### config.mk
export PLATFORM = sky130hd
export DESIGN_NAME = sliding_window_protocol_engine_flat
export DESIGN_NICKNAME = d
export VERILOG_FILES = /design/src/rtl/swp_pkg.sv /design/src/rtl/swp_if.sv /design/src/rtl/swp_slot_mem.sv /design/src/rtl/swp_out_reg.sv /design/src/rtl/sliding_window_protocol_engine.sv /design/src/flat_wrapper.sv
export SDC_FILE = /design/constraint.sdc
export NUM_CORES = 1
export LEC_CHECK = 0
export BUFFER_PORTS_ARGS = -buffer_cell sky130_fd_sc_hd__buf_2
export CAP_MARGIN = 20
export CORE_ASPECT_RATIO = 2
export CORE_MARGIN = 2
export CORE_UTILIZATION = 55
export CTS_CLUSTER_DIAMETER = 40
export DETAILED_ROUTE_END_ITERATION = 8
export PLACE_DENSITY = 0.84
export REMOVE_ABC_BUFFERS = 1
export SETUP_SLACK_MARGIN = 0.02
export SLEW_MARGIN = 20
export SYNTH_ARGS = -nofsm -noshare
export SYNTH_HDL_FRONTEND = slang
export SYNTH_SLANG_ARGS = --single-unit
### constraint.sdc
create_clock -name i_clk -period 17 [get_ports i_clk]
set_input_delay 5.1 -clock i_clk [delete_from_list [all_inputs] [get_ports i_clk]]
set_output_delay 5.1 -clock i_clk [all_outputs]
set_load 0.02 [all_outputs]
### src/rtl/swp_pkg.sv
// swp_pkg: shared types, codes and constant tables for the sliding window engine
// no dependencies; imported by every other file of the block
`default_nettype none

package swp_pkg;

    localparam int unsigned SEQ_W           = 8;
    localparam int unsigned WORD_W          = 32;
    localparam int unsigned SEQ_SPAN        = 256;
    localparam int unsigned SEND_WINDOW_DEF = 8;
    localparam int unsigned RECV_WINDOW_DEF = 8;

    typedef logic [SEQ_W-1:0]  t_seq;
    typedef logic [WORD_W-1:0] t_word;

    // result kinds
    typedef enum logic [1:0] {
        KIND_DATA    = 2'd0,
        KIND_DELIVER = 2'd1,
        KIND_ACK     = 2'd2,
        KIND_REFUSE  = 2'd3
    } t_kind;

    // input command code
    localparam logic CMD_SEND = 1'b0;

    typedef struct packed {
        t_kind kind;
        t_seq  seq;
        t_word data;
        logic  last;
    } t_result;

    // sequence number to slot index, one entry per sequence number
    typedef logic [SEQ_SPAN-1:0][SEQ_W-1:0] t_mod_tab;

    function automatic t_mod_tab build_mod_table(input int unsigned rw);
        t_mod_tab    tab;
        int unsigned cnt;
        cnt = 0;
        for (int v = 0; v < SEQ_SPAN; v++) begin
            tab[v] = SEQ_W'(cnt);
            if (cnt + 1 == rw) begin
                cnt = 0;
            end else begin
                cnt = cnt + 1;
            end
        end
        return tab;
    endfunction

endpackage

`default_nettype wire

### src/rtl/swp_if.sv
// swp_in_if / swp_out_if: valid-ready channels for input items and results
// depends on swp_pkg
`default_nettype none

interface swp_in_if import swp_pkg::*; ();
    logic  valid;
    logic  ready;
    logic  cmd;
    t_word payload;
    t_seq  seq_num;
    t_seq  ack_num;
    logic  ack_valid;
    logic  has_data;

    modport source (output valid, cmd, payload, seq_num, ack_num, ack_valid, has_data,
                    input ready);
    modport sink   (input valid, cmd, payload, seq_num, ack_num, ack_valid, has_data,
                    output ready);
endinterface

interface swp_out_if import swp_pkg::*; ();
    logic  valid;
    logic  ready;
    t_kind kind;
    t_seq  seq_out;
    t_word data_out;
    logic  last;

    modport source (output valid, kind, seq_out, data_out, last, input ready);
    modport sink   (input valid, kind, seq_out, data_out, last, output ready);
endinterface

`default_nettype wire

### src/rtl/swp_slot_mem.sv
// swp_slot_mem: receive slot data store, one write and one registered read port
// depends on swp_pkg
`default_nettype none

module swp_slot_mem import swp_pkg::*; #(
    parameter int unsigned DEPTH = RECV_WINDOW_DEF,
    parameter int unsigned IDX_W = 3
) (
    input  wire logic             i_clk,
    input  wire logic             i_wr_en,
    input  wire logic [IDX_W-1:0] i_wr_addr,
    input  wire t_word            i_wr_data,
    input  wire logic             i_rd_en,
    input  wire logic [IDX_W-1:0] i_rd_addr,
    output t_word                 o_rd_data
);

    t_word r_mem [DEPTH];
    t_word r_rd_data;

    always_ff @(posedge i_clk) begin
        if (i_wr_en) begin
            r_mem[i_wr_addr] <= i_wr_data;
        end
    end

    always_ff @(posedge i_clk) begin
        if (i_rd_en) begin
            r_rd_data <= r_mem[i_rd_addr];
        end
    end

    assign o_rd_data = r_rd_data;

endmodule

`default_nettype wire

### src/rtl/swp_out_reg.sv
// swp_out_reg: one-entry result register in front of the output channel
// depends on swp_pkg and swp_out_if
`default_nettype none

module swp_out_reg import swp_pkg::*; (
    input  wire logic    i_clk,
    input  wire logic    i_rst_n,
    input  wire logic    i_push,
    input  wire t_result i_res,
    output logic         o_free,
    swp_out_if.source    o_out
);

    logic    r_valid;
    t_result r_res;

    // free when empty or the held beat leaves this cycle
    assign o_free = !r_valid || o_out.ready;

    always_ff @(posedge i_clk) begin
        if (!i_rst_n) begin
            r_valid <= 1'b0;
        end else if (i_push) begin
            r_valid <= 1'b1;
        end else if (o_out.ready) begin
            r_valid <= 1'b0;
        end
    end

    always_ff @(posedge i_clk) begin
        if (i_push) begin
            r_res <= i_res;
        end
    end

    assign o_out.valid    = r_valid;
    assign o_out.kind     = r_res.kind;
    assign o_out.seq_out  = r_res.seq;
    assign o_out.data_out = r_res.data;
    assign o_out.last     = r_res.last;

endmodule

`default_nettype wire

### src/rtl/sliding_window_protocol_engine.sv
// Sliding window link engine (selective repeat, both ends), 8-bit wrapping
// sequence numbers. A send request (cmd 0) becomes one data frame beat with the next
// sequence number, or one refusal beat when SEND_WINDOW frames are unacknowledged.
// An arriving frame (cmd 1) may advance the acknowledged number and may store
// its word in the receive slot memory; when it is the expected number the
// engine walks the slots and delivers every consecutive stored word, then one
// cumulative ack beat. The last flag marks the final beat caused by an item.
// A send request passes through ST_SEND to the output register, a frame that
// causes no beat is done when it is taken, and each delivered word costs one
// slot memory read in ST_RD and a pass through ST_DAT for the registered read
// data; the walk ends in ST_RD with the ack. Items are taken one at a time,
// ready is high only while no item is in progress. No clearing pass after reset: the
// received marks are flip-flops cleared at once, the slot data memory has no reset.
// Depends on swp_pkg, swp_if, swp_slot_mem and swp_out_reg.
`default_nettype none

module sliding_window_protocol_engine import swp_pkg::*; #(
    parameter int unsigned SEND_WINDOW = SEND_WINDOW_DEF,
    parameter int unsigned RECV_WINDOW = RECV_WINDOW_DEF
) (
    input  wire logic i_clk,
    input  wire logic i_rst_n,
    swp_in_if.sink    i_in,
    swp_out_if.source o_out
);

    localparam int unsigned IDX_W = (RECV_WINDOW > 1) ? $clog2(RECV_WINDOW) : 1;
    localparam int unsigned CNT_W = $clog2(RECV_WINDOW + 1);
    localparam t_mod_tab MOD_TAB  = build_mod_table(RECV_WINDOW);
    // slot of sequence number 1, the first one expected after reset
    localparam logic [IDX_W-1:0] RST_IDX  = MOD_TAB[1][IDX_W-1:0];
    localparam logic [IDX_W-1:0] LAST_IDX = IDX_W'(RECV_WINDOW - 1);
    localparam logic [CNT_W-1:0] WALK_MAX = CNT_W'(RECV_WINDOW);
    localparam t_seq SEND_LIM = SEQ_W'(SEND_WINDOW);
    localparam t_seq RECV_LIM = SEQ_W'(RECV_WINDOW);

    typedef enum logic [3:0] {
        ST_IDLE = 4'b0001,  // waiting for an item
        ST_SEND = 4'b0010,  // send result waiting for the output register
        ST_RD   = 4'b0100,  // check the expected slot, read it or finish with the ack
        ST_DAT  = 4'b1000   // slot word in the read register, deliver it
    } t_state;

    t_state               r_state, n_state;
    t_seq                 r_last_sent, n_last_sent;
    t_seq                 r_last_acked, n_last_acked;
    t_seq                 r_next_exp, n_next_exp;
    logic [IDX_W-1:0]     r_exp_idx, n_exp_idx;     // slot of r_next_exp
    logic [CNT_W-1:0]     r_walked, n_walked;       // deliveries in this walk
    logic [RECV_WINDOW-1:0] r_recv, n_recv;         // received marks
    t_result              r_send_res, n_send_res;

    logic             in_acc;
    t_seq             outstanding;
    logic             win_full;
    t_seq             ack_pos, ack_span;
    logic             ack_ok;
    t_seq             rx_pos;
    logic             rx_ok;
    logic [IDX_W-1:0] rx_idx;
    logic             rd_hit;

    logic             mem_wr;
    logic             mem_rd;
    t_word            mem_rd_data;

    logic             out_push;
    logic             out_free;
    t_result          out_res;

    assign i_in.ready = (r_state == ST_IDLE);
    assign in_acc     = i_in.valid && i_in.ready;

    // send window: refused once SEND_WINDOW frames are unacknowledged
    assign outstanding = r_last_sent - r_last_acked;
    assign win_full    = (outstanding >= SEND_LIM);

    // ack counts only inside (last_acked, last_sent]
    assign ack_pos  = i_in.ack_num - r_last_acked - 8'd1;
    assign ack_span = r_last_sent - r_last_acked;
    assign ack_ok   = i_in.ack_valid && (ack_pos < ack_span);

    // data counts only inside [next_expected, next_expected + RECV_WINDOW - 1]
    assign rx_pos = i_in.seq_num - r_next_exp;
    assign rx_ok  = i_in.has_data && (rx_pos < RECV_LIM);
    assign rx_idx = MOD_TAB[i_in.seq_num][IDX_W-1:0];

    // walk goes on while the expected slot is marked, at most one window
    assign rd_hit = r_recv[r_exp_idx] && (r_walked < WALK_MAX);

    always_comb begin
        n_state      = r_state;
        n_last_sent  = r_last_sent;
        n_last_acked = r_last_acked;
        n_next_exp   = r_next_exp;
        n_exp_idx    = r_exp_idx;
        n_walked     = r_walked;
        n_recv       = r_recv;
        n_send_res   = r_send_res;
        mem_wr       = 1'b0;
        mem_rd       = 1'b0;
        out_push     = 1'b0;
        out_res      = r_send_res;

        unique case (r_state)
            ST_IDLE: begin
                if (in_acc) begin
                    if (i_in.cmd == CMD_SEND) begin
                        if (win_full) begin
                            n_send_res = '{kind: KIND_REFUSE, seq: '0, data: '0, last: 1'b1};
                        end else begin
                            n_last_sent = r_last_sent + 8'd1;
                            n_send_res  = '{kind: KIND_DATA, seq: r_last_sent + 8'd1,
                                            data: i_in.payload, last: 1'b1};
                        end
                        n_state = ST_SEND;
                    end else begin
                        if (ack_ok) begin
                            n_last_acked = i_in.ack_num;
                        end
                        if (rx_ok) begin
                            // store the word, a duplicate overwrites
                            mem_wr         = 1'b1;
                            n_recv[rx_idx] = 1'b1;
                            if (rx_pos == '0) begin
                                n_walked = '0;
                                n_state  = ST_RD;
                            end
                        end
                    end
                end
            end
            ST_SEND: begin
                if (out_free) begin
                    out_push = 1'b1;
                    out_res  = r_send_res;
                    n_state  = ST_IDLE;
                end
            end
            ST_RD: begin
                if (rd_hit) begin
                    // read the slot and clear its mark
                    mem_rd            = 1'b1;
                    n_recv[r_exp_idx] = 1'b0;
                    n_state           = ST_DAT;
                end else if (out_free) begin
                    // cumulative ack closes the walk
                    out_push = 1'b1;
                    out_res  = '{kind: KIND_ACK, seq: r_next_exp - 8'd1, data: '0, last: 1'b1};
                    n_state  = ST_IDLE;
                end
            end
            ST_DAT: begin
                if (out_free) begin
                    out_push   = 1'b1;
                    out_res    = '{kind: KIND_DELIVER, seq: r_next_exp, data: mem_rd_data,
                                   last: 1'b0};
                    n_next_exp = r_next_exp + 8'd1;
                    // slot index follows the sequence number, restarting after the last slot and at the wrap
                    if (r_next_exp == 8'hFF || r_exp_idx == LAST_IDX) begin
                        n_exp_idx = '0;
                    end else begin
                        n_exp_idx = r_exp_idx + IDX_W'(1);
                    end
                    n_walked = r_walked + CNT_W'(1);
                    n_state  = ST_RD;
                end
            end
            default: begin
                n_state = ST_IDLE;
            end
        endcase
    end

    always_ff @(posedge i_clk) begin
        if (!i_rst_n) begin
            r_state      <= ST_IDLE;
            r_last_sent  <= '0;
            r_last_acked <= '0;
            r_next_exp   <= 8'd1;
            r_exp_idx    <= RST_IDX;
            r_walked     <= '0;
            r_recv       <= '0;
        end else begin
            r_state      <= n_state;
            r_last_sent  <= n_last_sent;
            r_last_acked <= n_last_acked;
            r_next_exp   <= n_next_exp;
            r_exp_idx    <= n_exp_idx;
            r_walked     <= n_walked;
            r_recv       <= n_recv;
        end
    end

    always_ff @(posedge i_clk) begin
        r_send_res <= n_send_res;
    end

    swp_slot_mem #(
        .DEPTH (RECV_WINDOW),
        .IDX_W (IDX_W)
    ) u_slot_mem (
        .i_clk     (i_clk),
        .i_wr_en   (mem_wr),
        .i_wr_addr (rx_idx),
        .i_wr_data (i_in.payload),
        .i_rd_en   (mem_rd),
        .i_rd_addr (r_exp_idx),
        .o_rd_data (mem_rd_data)
    );

    swp_out_reg u_out_reg (
        .i_clk   (i_clk),
        .i_rst_n (i_rst_n),
        .i_push  (out_push),
        .i_res   (out_res),
        .o_free  (out_free),
        .o_out   (o_out)
    );

endmodule

`default_nettype wire

### src/flat_wrapper.sv
// flat-port wrapper written by rule: the top's interface ports become plain ports
module sliding_window_protocol_engine_flat import swp_pkg::*;
#(
    parameter int unsigned SEND_WINDOW = SEND_WINDOW_DEF,
    parameter int unsigned RECV_WINDOW = RECV_WINDOW_DEF
)
  (i_clk, i_rst_n, i_in_valid, i_in_cmd, i_in_payload, i_in_seq_num, i_in_ack_num, i_in_ack_valid, i_in_has_data, i_in_ready, o_out_valid, o_out_kind, o_out_seq_out, o_out_data_out, o_out_last, o_out_ready);
  swp_in_if i_in_i ();
  swp_out_if o_out_i ();
  input  wire logic i_clk;
  input  wire logic i_rst_n;
  input wire logic [$bits(i_in_i.valid)-1:0] i_in_valid;
  input wire logic [$bits(i_in_i.cmd)-1:0] i_in_cmd;
  input wire logic [$bits(i_in_i.payload)-1:0] i_in_payload;
  input wire logic [$bits(i_in_i.seq_num)-1:0] i_in_seq_num;
  input wire logic [$bits(i_in_i.ack_num)-1:0] i_in_ack_num;
  input wire logic [$bits(i_in_i.ack_valid)-1:0] i_in_ack_valid;
  input wire logic [$bits(i_in_i.has_data)-1:0] i_in_has_data;
  output wire logic [$bits(i_in_i.ready)-1:0] i_in_ready;
  output wire logic [$bits(o_out_i.valid)-1:0] o_out_valid;
  output wire logic [$bits(o_out_i.kind)-1:0] o_out_kind;
  output wire logic [$bits(o_out_i.seq_out)-1:0] o_out_seq_out;
  output wire logic [$bits(o_out_i.data_out)-1:0] o_out_data_out;
  output wire logic [$bits(o_out_i.last)-1:0] o_out_last;
  input wire logic [$bits(o_out_i.ready)-1:0] o_out_ready;
  assign i_in_i.valid = i_in_valid;
  assign i_in_i.cmd = i_in_cmd;
  assign i_in_i.payload = i_in_payload;
  assign i_in_i.seq_num = i_in_seq_num;
  assign i_in_i.ack_num = i_in_ack_num;
  assign i_in_i.ack_valid = i_in_ack_valid;
  assign i_in_i.has_data = i_in_has_data;
  assign i_in_ready = i_in_i.ready;
  assign o_out_valid = o_out_i.valid;
  assign o_out_kind = o_out_i.kind;
  assign o_out_seq_out = o_out_i.seq_out;
  assign o_out_data_out = o_out_i.data_out;
  assign o_out_last = o_out_i.last;
  assign o_out_i.ready = o_out_ready;
  sliding_window_protocol_engine #(.SEND_WINDOW(SEND_WINDOW), .RECV_WINDOW(RECV_WINDOW)) u_core (.i_clk(i_clk), .i_rst_n(i_rst_n), .i_in(i_in_i), .o_out(o_out_i));
endmodule
=== After elaboration in Yosys (flattened, before gate mapping) ===
Memory sizes are Yosys's and may differ from the RTL's. A register that Yosys moved wholly into a read port is not among the register bits.
Index checks and enable logic that the tools add are counted.

* Output and inout bits: 45
* Input bits: 55
* Memory bits (read-only): 2048
* Bits in writable memories: 256
* Register bits after elaboration: 130
* Logic and storage cells: 121
* Memories: 2

{| class="wikitable"
|+ Memory list
! name !! words !! bits a word !! rd ports !! clocked after Yosys merged registers in !! wr ports !! line !! text
|-
| (name not given) || 256 || 8 || 1 || 0 || 0 || sliding_window_protocol_engine.sv:86 || <nowiki>assign rx_idx = MOD_TAB[i_in.seq_num][IDX_W-1:0];</nowiki>
|-
| u_core.u_slot_mem.r_mem || 8 || 32 || 1 || 1 || 1 || swp_slot_mem.sv:18 || <nowiki>t_word r_mem [DEPTH];</nowiki>
|}

* Muxes and demuxes: 45
* Order comparisons: 9
* Bitwise gates (word level): 5
* Reduce and logical (&&, ||, !) cells: 21
* Equality and inequality tests: 14
* Add/sub/neg operators: 9

{| class="wikitable"
|+ Operators by type and width
! cell !! number
|-
| $mux 43 || 4
|-
| $pmux 43 s2 || 1
|-
| $mux 4 || 12
|-
| $mux 8 || 4
|-
| $sub 8x8->8 || 3
|-
| $add 8x1->8 const B || 2
|-
| $pmux 4 s4 || 1
|-
| $pmux 8 s2 || 1
|-
| $sub 8x1->8 const B || 2
|-
| $mux 1 || 15
|-
| $reduce_and 4->1 || 3
|-
| $lt 8x9->1 const B || 1
|-
| $and 8x8->8 || 1
|-
| $eq 8x8->1 const B || 1
|-
| $ge 8x4->1 const B || 1
|-
| $logic_not 8->1 || 1
|-
| $lt 3x4->1 const B || 2
|-
| $lt 8x4->1 const B || 1
|-
| $lt 8x8->1 || 1
|-
| $ne 2x2->1 const B || 4
|-
| $not 8->8 || 1
|-
| $or 8x8->8 || 1
|-
| $pmux 4 s2 || 1
|-
| $demux 1 s3 || 2
|-
| 24 further kinds || 37
|}

=== Longest topological paths before layout ===
* Word-level depth: 11
* Mapped depth: 17
* Gate-level depth less buffers: 16

=== Hierarchy ===
Synthesis repeated with hierarchy kept, for this count alone.

* Cell total of the unflattened synthesis: 1041
* Area, all modules: 17653.2 um^2

{| class="wikitable"
|+ Modules (own cells, without submodules)
! module !! times used !! area an instance (um^2) !! cells each !! sequential area each (um^2)
|-
| swp_slot_mem || 1 || 10786.6 || 415 || 8648.3
|-
| sliding_window_protocol_engine || 1 || 5526.6 || 579 || 2092.0
|-
| swp_out_reg || 1 || 1340.0 || 47 || 1311.3
|}

=== Worst setup path after synthesis ===
OpenSTA, ideal clock, no wires.

* Path type: input-to-reg
* Start point: input i_in_seq_num[0]
* End point: memory u_core.u_slot_mem.r_mem[0][0] in the netlist's numbering, enable pin
* Setup slack: 6.468 ns
* Stages on the path: 11
* Arrival time: 10.030 ns
* Setup time: 0.502 ns
* Buffers on the path: 1
* Cell sequence: clkbuf_1 > inv_1 > ha_1 > inv_1 > fa_1 > a211oi_1 > o221ai_1 > o41ai_1 > and3_1 > nand3_1 > nor4_1

* Longest elaborated chain between the ends: 9
* Elaborated cells between the ends (all ways): 11

{| class="wikitable"
|+ RTL lines
! what !! line !! text
|-
| start: declaration || flat_wrapper.sv:15 || <nowiki>input wire logic [$bits(i_in_i.seq_num)-1:0] i_in_seq_num;</nowiki>
|-
| $sub 8x8->8 || sliding_window_protocol_engine.sv:84 || <nowiki>assign rx_pos = i_in.seq_num - r_next_exp;</nowiki>
|-
| $lt 8x4->1 || sliding_window_protocol_engine.sv:85 || <nowiki>assign rx_ok = i_in.has_data && (rx_pos < RECV_LIM);</nowiki>
|-
| $logic_and 1x1->1 || sliding_window_protocol_engine.sv:85 ||
|-
| $mux 1 || sliding_window_protocol_engine.sv:121 || <nowiki>if (rx_ok) begin</nowiki>
|-
| $mux 1 || sliding_window_protocol_engine.sv:108 || <nowiki>if (i_in.cmd == CMD_SEND) begin</nowiki>
|-
| $mux 1 || sliding_window_protocol_engine.sv:107 || <nowiki>if (in_acc) begin</nowiki>
|-
| $mux 1 || sliding_window_protocol_engine.sv:105 || <nowiki>unique case (r_state)</nowiki>
|-
| $mux 1 || swp_slot_mem.sv:22 || <nowiki>if (i_wr_en) begin</nowiki>
|-
| $mux 1 (implied by the code) || swp_slot_mem.sv:23 || <nowiki>r_mem[i_wr_addr] <= i_wr_data;</nowiki>
|-
| end: declaration || swp_slot_mem.sv:18 ||
|}

Parallel ways exist; a longest one is shown, timed or not. The select of a mux whose other input is x is not followed.

=== Worst setup path in the final report ===
* Start point: input i_in_seq_num[0]
* End point: memory u_core.u_slot_mem.r_mem[2][22] in the netlist's numbering, enable pin

The elaborated chain is that of the path after synthesis.

==> impl_metrics.env <==
export IMPL_synthTopCellsByArea="edfxtp_1, a22oi_1, dfxtp_1, ha_1, a22o_1"
export IMPL_fin_crit_sh=0.474
export IMPL_synth_seq_cells=416
export IMPL_cts_buffers=38
export IMPL_grt_first_pass_wirelength_um=58700
export IMPL_worst_slew_pin_slew_ps=1140
export IMPL_finalNetCount=1305
export IMPL_fin_worst_skew_ps=16.4
export IMPL_arrival_ps=8220
export IMPL_finalWirelength_um=38000
export IMPL_ant_nets=0
export IMPL_intPower_w=0.00170
export IMPL_dp_cells=1542
export IMPL_die_area_um2=31700
export IMPL_dpl_hpwl_um=21600
export IMPL_async_reset_ff_frac=0
export IMPL_h_tree_depth=2
export IMPL_wl_per_cell_um=23.6
export IMPL_hold_violations=0
export IMPL_p_clk_frac=0.394
export IMPL_clock_latency_ps=530
export IMPL_multiInputGateArea_um2=4300
export IMPL_cts_root_buf="clkbuf_16"
export IMPL_yosysSeqAreaShare=0.725
export IMPL_synth_edf_count=372
export IMPL_crit_start="i_in_seq_num[0]"
export IMPL_drive_gt1_frac=0.165
export IMPL_min_path_type="reg2reg"
export IMPL_worstSetupEndpointType="flop"
export IMPL_comb_power_share=0.081
export IMPL_port_buffer_count=99
export IMPL_area_delta_synth_final_pct=13.3
export IMPL_antenna_cells=0
export IMPL_total_power_w=0.00219
export IMPL_status="completed"
export IMPL_vias=10500
export IMPL_vdd_ir_drop_max_mv=0.118
export IMPL_finalSetupViolCount=0
export IMPL_die_y_um=250
export IMPL_grt_total_usage=0.239
export IMPL_fill_cells=2051
export IMPL_syn_cell_area_um2=16600
export IMPL_grt_start_max_net_pins=46
export IMPL_yosys_area_top_type="edfxtp_1"
export IMPL_synth_ff_type="edfxtp_1"
export IMPL_cpMostUsedCell="inv_1"
export IMPL_avgSynthCellArea_um2=14.9
export IMPL_cts_repair_resized=0
export IMPL_maxSlewViolCount=0
export IMPL_static_leakage_power_nw=6.37
export IMPL_first_iter_violations=1258
export IMPL_final_common_cell="edfxtp_1"
export IMPL_clock_fmax_mhz=124
export IMPL_fp_dieW_um=127
export IMPL_worst_path_buf_inv=4
export IMPL_clk_path_buf_depth=3
export IMPL_worstSetupStartpointType="primary input"
export IMPL_cts_tree="built"
export IMPL_boundaryPins=100
export IMPL_rows=90
export IMPL_rr_startpoint="u_core.r_last_acked[1]$_SDFFE_PN0P_"
export IMPL_grt_pass1_vias=10700
export IMPL_final_cell_mix="edfxtp_1, a22oi_1, buf_2, nand2_1, dfxtp_1"
export IMPL_worst_hold_startpoint="u_core.r_recv[6]$_SDFFE_PN0P_"
export IMPL_cap_violations=0
export IMPL_grt_overflow=0
export IMPL_initial_core_util=0.555
export IMPL_p_per_area_nw_per_um2=116
export IMPL_path_cells="buf_2 -> inv_1 -> ha_1 -> inv_1 -> fa_1 -> a211oi_1 -> o221ai_1 -> o41ai_1 -> and3_1 -> nand3_1 -> nor3_2 -> buf_4"
export IMPL_switching_power_w=0.000493
export IMPL_final_cells=1611
export IMPL_drc=0
export IMPL_critical_path_required_ps=17160
export IMPL_post_cts_setup_buffers=0
export IMPL_hold_worst_slack_ps=504
export IMPL_grt_antenna_before_repair=1
export IMPL_pwr_share_seq=0.525
export IMPL_detail_route_vias_per_cell=6.52
export IMPL_place_congestion=0.867
export IMPL_regArea_um2=12100
export IMPL_cp_slowest_cell="buf_4"
export IMPL_yosys_warnings=0
export IMPL_firstDrtPassIters=6
export IMPL_switching_share=0.225
export IMPL_synth_top_area_frac=0.672
export IMPL_cts_sinks=416
export IMPL_rsz0062_at_grt="no"
export IMPL_path_class="in2reg"
export IMPL_coreArea_um2=30000
export IMPL_postSynthCellCount=1117
export IMPL_final_core_util=0.629
export IMPL_fin_tns_setup_ps=0
export IMPL_ys_types=63
export IMPL_path_max_fanout=32
export IMPL_cts_hold_buf=0
export IMPL_timing_final_crit_period_ps=8060
export IMPL_clk_pin_slew_ps=60
export IMPL_path_delay_family="buffers and inverters"
export IMPL_max_stage_delay_ps=550
export IMPL_relSlewSlack=0.241
[registers in the layout (all words and copies together), names as in the netlist]
register                         flops
u_core.u_out_reg.o_out.valid         1
u_core.r_next_exp                    8
u_core.r_state                       4
u_core.u_out_reg.o_out.last          1
u_core.r_last_sent                   8
u_core.u_slot_mem.o_rd_data         32
u_core.u_out_reg.o_out.seq_out       8
u_core.r_send_res                   41
u_core.u_out_reg.o_out.kind          2
u_core.r_walked                      4
u_core.r_last_acked                  8
u_core.u_slot_mem.r_mem            256
u_core.r_exp_idx                     3
u_core.u_out_reg.o_out.data_out     32
u_core.r_recv                        8
[Yosys cell counts, drive strengths merged (2+ instances only)]
cell	n
edfxtp	372
nand3	24
and3	7
a21oi	37
nor3b	2
a21o	6
o211ai	3
o21a	3
nand2	51
nor4	6
o221ai	2
inv	38
o311ai	3
a22oi	134
xor2	9
o21bai	4
nor3	14
a221oi	2
o211a	2
o22ai	2
and2	36
o21ai	21
nor2	34
nand4	37
mux2i	3
a221o	2
o31ai	15
buf	8
or3b	3
a41o	5
a211oi	6
a22o	32
ha	33
a31oi	2
nand2b	9
and4	2
a31o	2
nor2b	9
or4	8
clkbuf	49
dfxtp	44
xnor2	21
fa	3
[per-stage QoR]
step / cell area [um^2] / setup WS, ps
3_5_place_dp: 17600 / 8330
5_1_grt: 18800 / 8760
4_1_cts: 18800 / 8850
3_3_place_gp: 17600 / 8620
6_report: 18800 / 8940
2_1_floorplan: 16400 / 6680
[metal layers]
metal / vias to the layer above / track usage / wire [um]
met3: 111 / 0.0422 / 3320
met2: 622 / 0.408 / 19400
met4: 2 / 0.0970 / 1330
li1: 4608 / - / -
met1: 5156 / 0.301 / 13900
met5: - / 0 / 13
[worst paths after layout]
kind                                                    to  slack, ps  depth (start not counted)
setup / recovery  u_core.u_slot_mem.r_mem[2][22]$_DFFE_PP_       8940                         12
hold / removal               u_core.r_recv[6]$_SDFFE_PN0P_        500                          1
setup reg to reg        u_core.r_last_sent[5]$_SDFFE_PN0P_      13270                         10
hold reg to reg              u_core.r_recv[6]$_SDFFE_PN0P_        500                          1
[kinds of logic (layout without fill, tap and decap cells)]
| kind of cell | after synthesis | in the layout | synth area share |
|---|---|---|---|
| adders and majority gates | 36 | 36 | 0.0284 |
| muxes | 3 | 3 | 0.00181 |
| and+or+nand+nor | 245 | 245 | 0.0781 |
| AOI/OAI and AO/OA | 291 | 291 | 0.128 |
| DFF | 416 | 416 | 0.725 |
| xor gates and xnor gates | 30 | 30 | 0.0158 |
| buffers and inverters | 96 | 222 | 0.0230 |
[power groups by stage]
stage / Combinational [W] / Clock [W] / Sequential (W)
floorplan: 0.000107 / 0 / 0.00117
global placement: 0.000160 / 0 / 0.00117
detailed placement: 0.000173 / 0 / 0.00117
CTS: 0.000175 / 0.000870 / 0.00115
global route: 0.000192 / 0.000909 / 0.00115
finish: 0.000176 / 0.000864 / 0.00115
[layout make-up]
| class | instances | area share |
|---|---|---|
| multi-input cells | 605 | 0.228 |
| clock buffers | 46 | 0.0537 |
| repair buffers | 114 | 0.0323 |
| clock inverters | 23 | 0.0132 |
| flip-flops and latches | 416 | 0.640 |
| well taps | 368 | 0.0244 |
| inverters | 39 | 0.00797 |
Power figures use the tool's default switching activity.
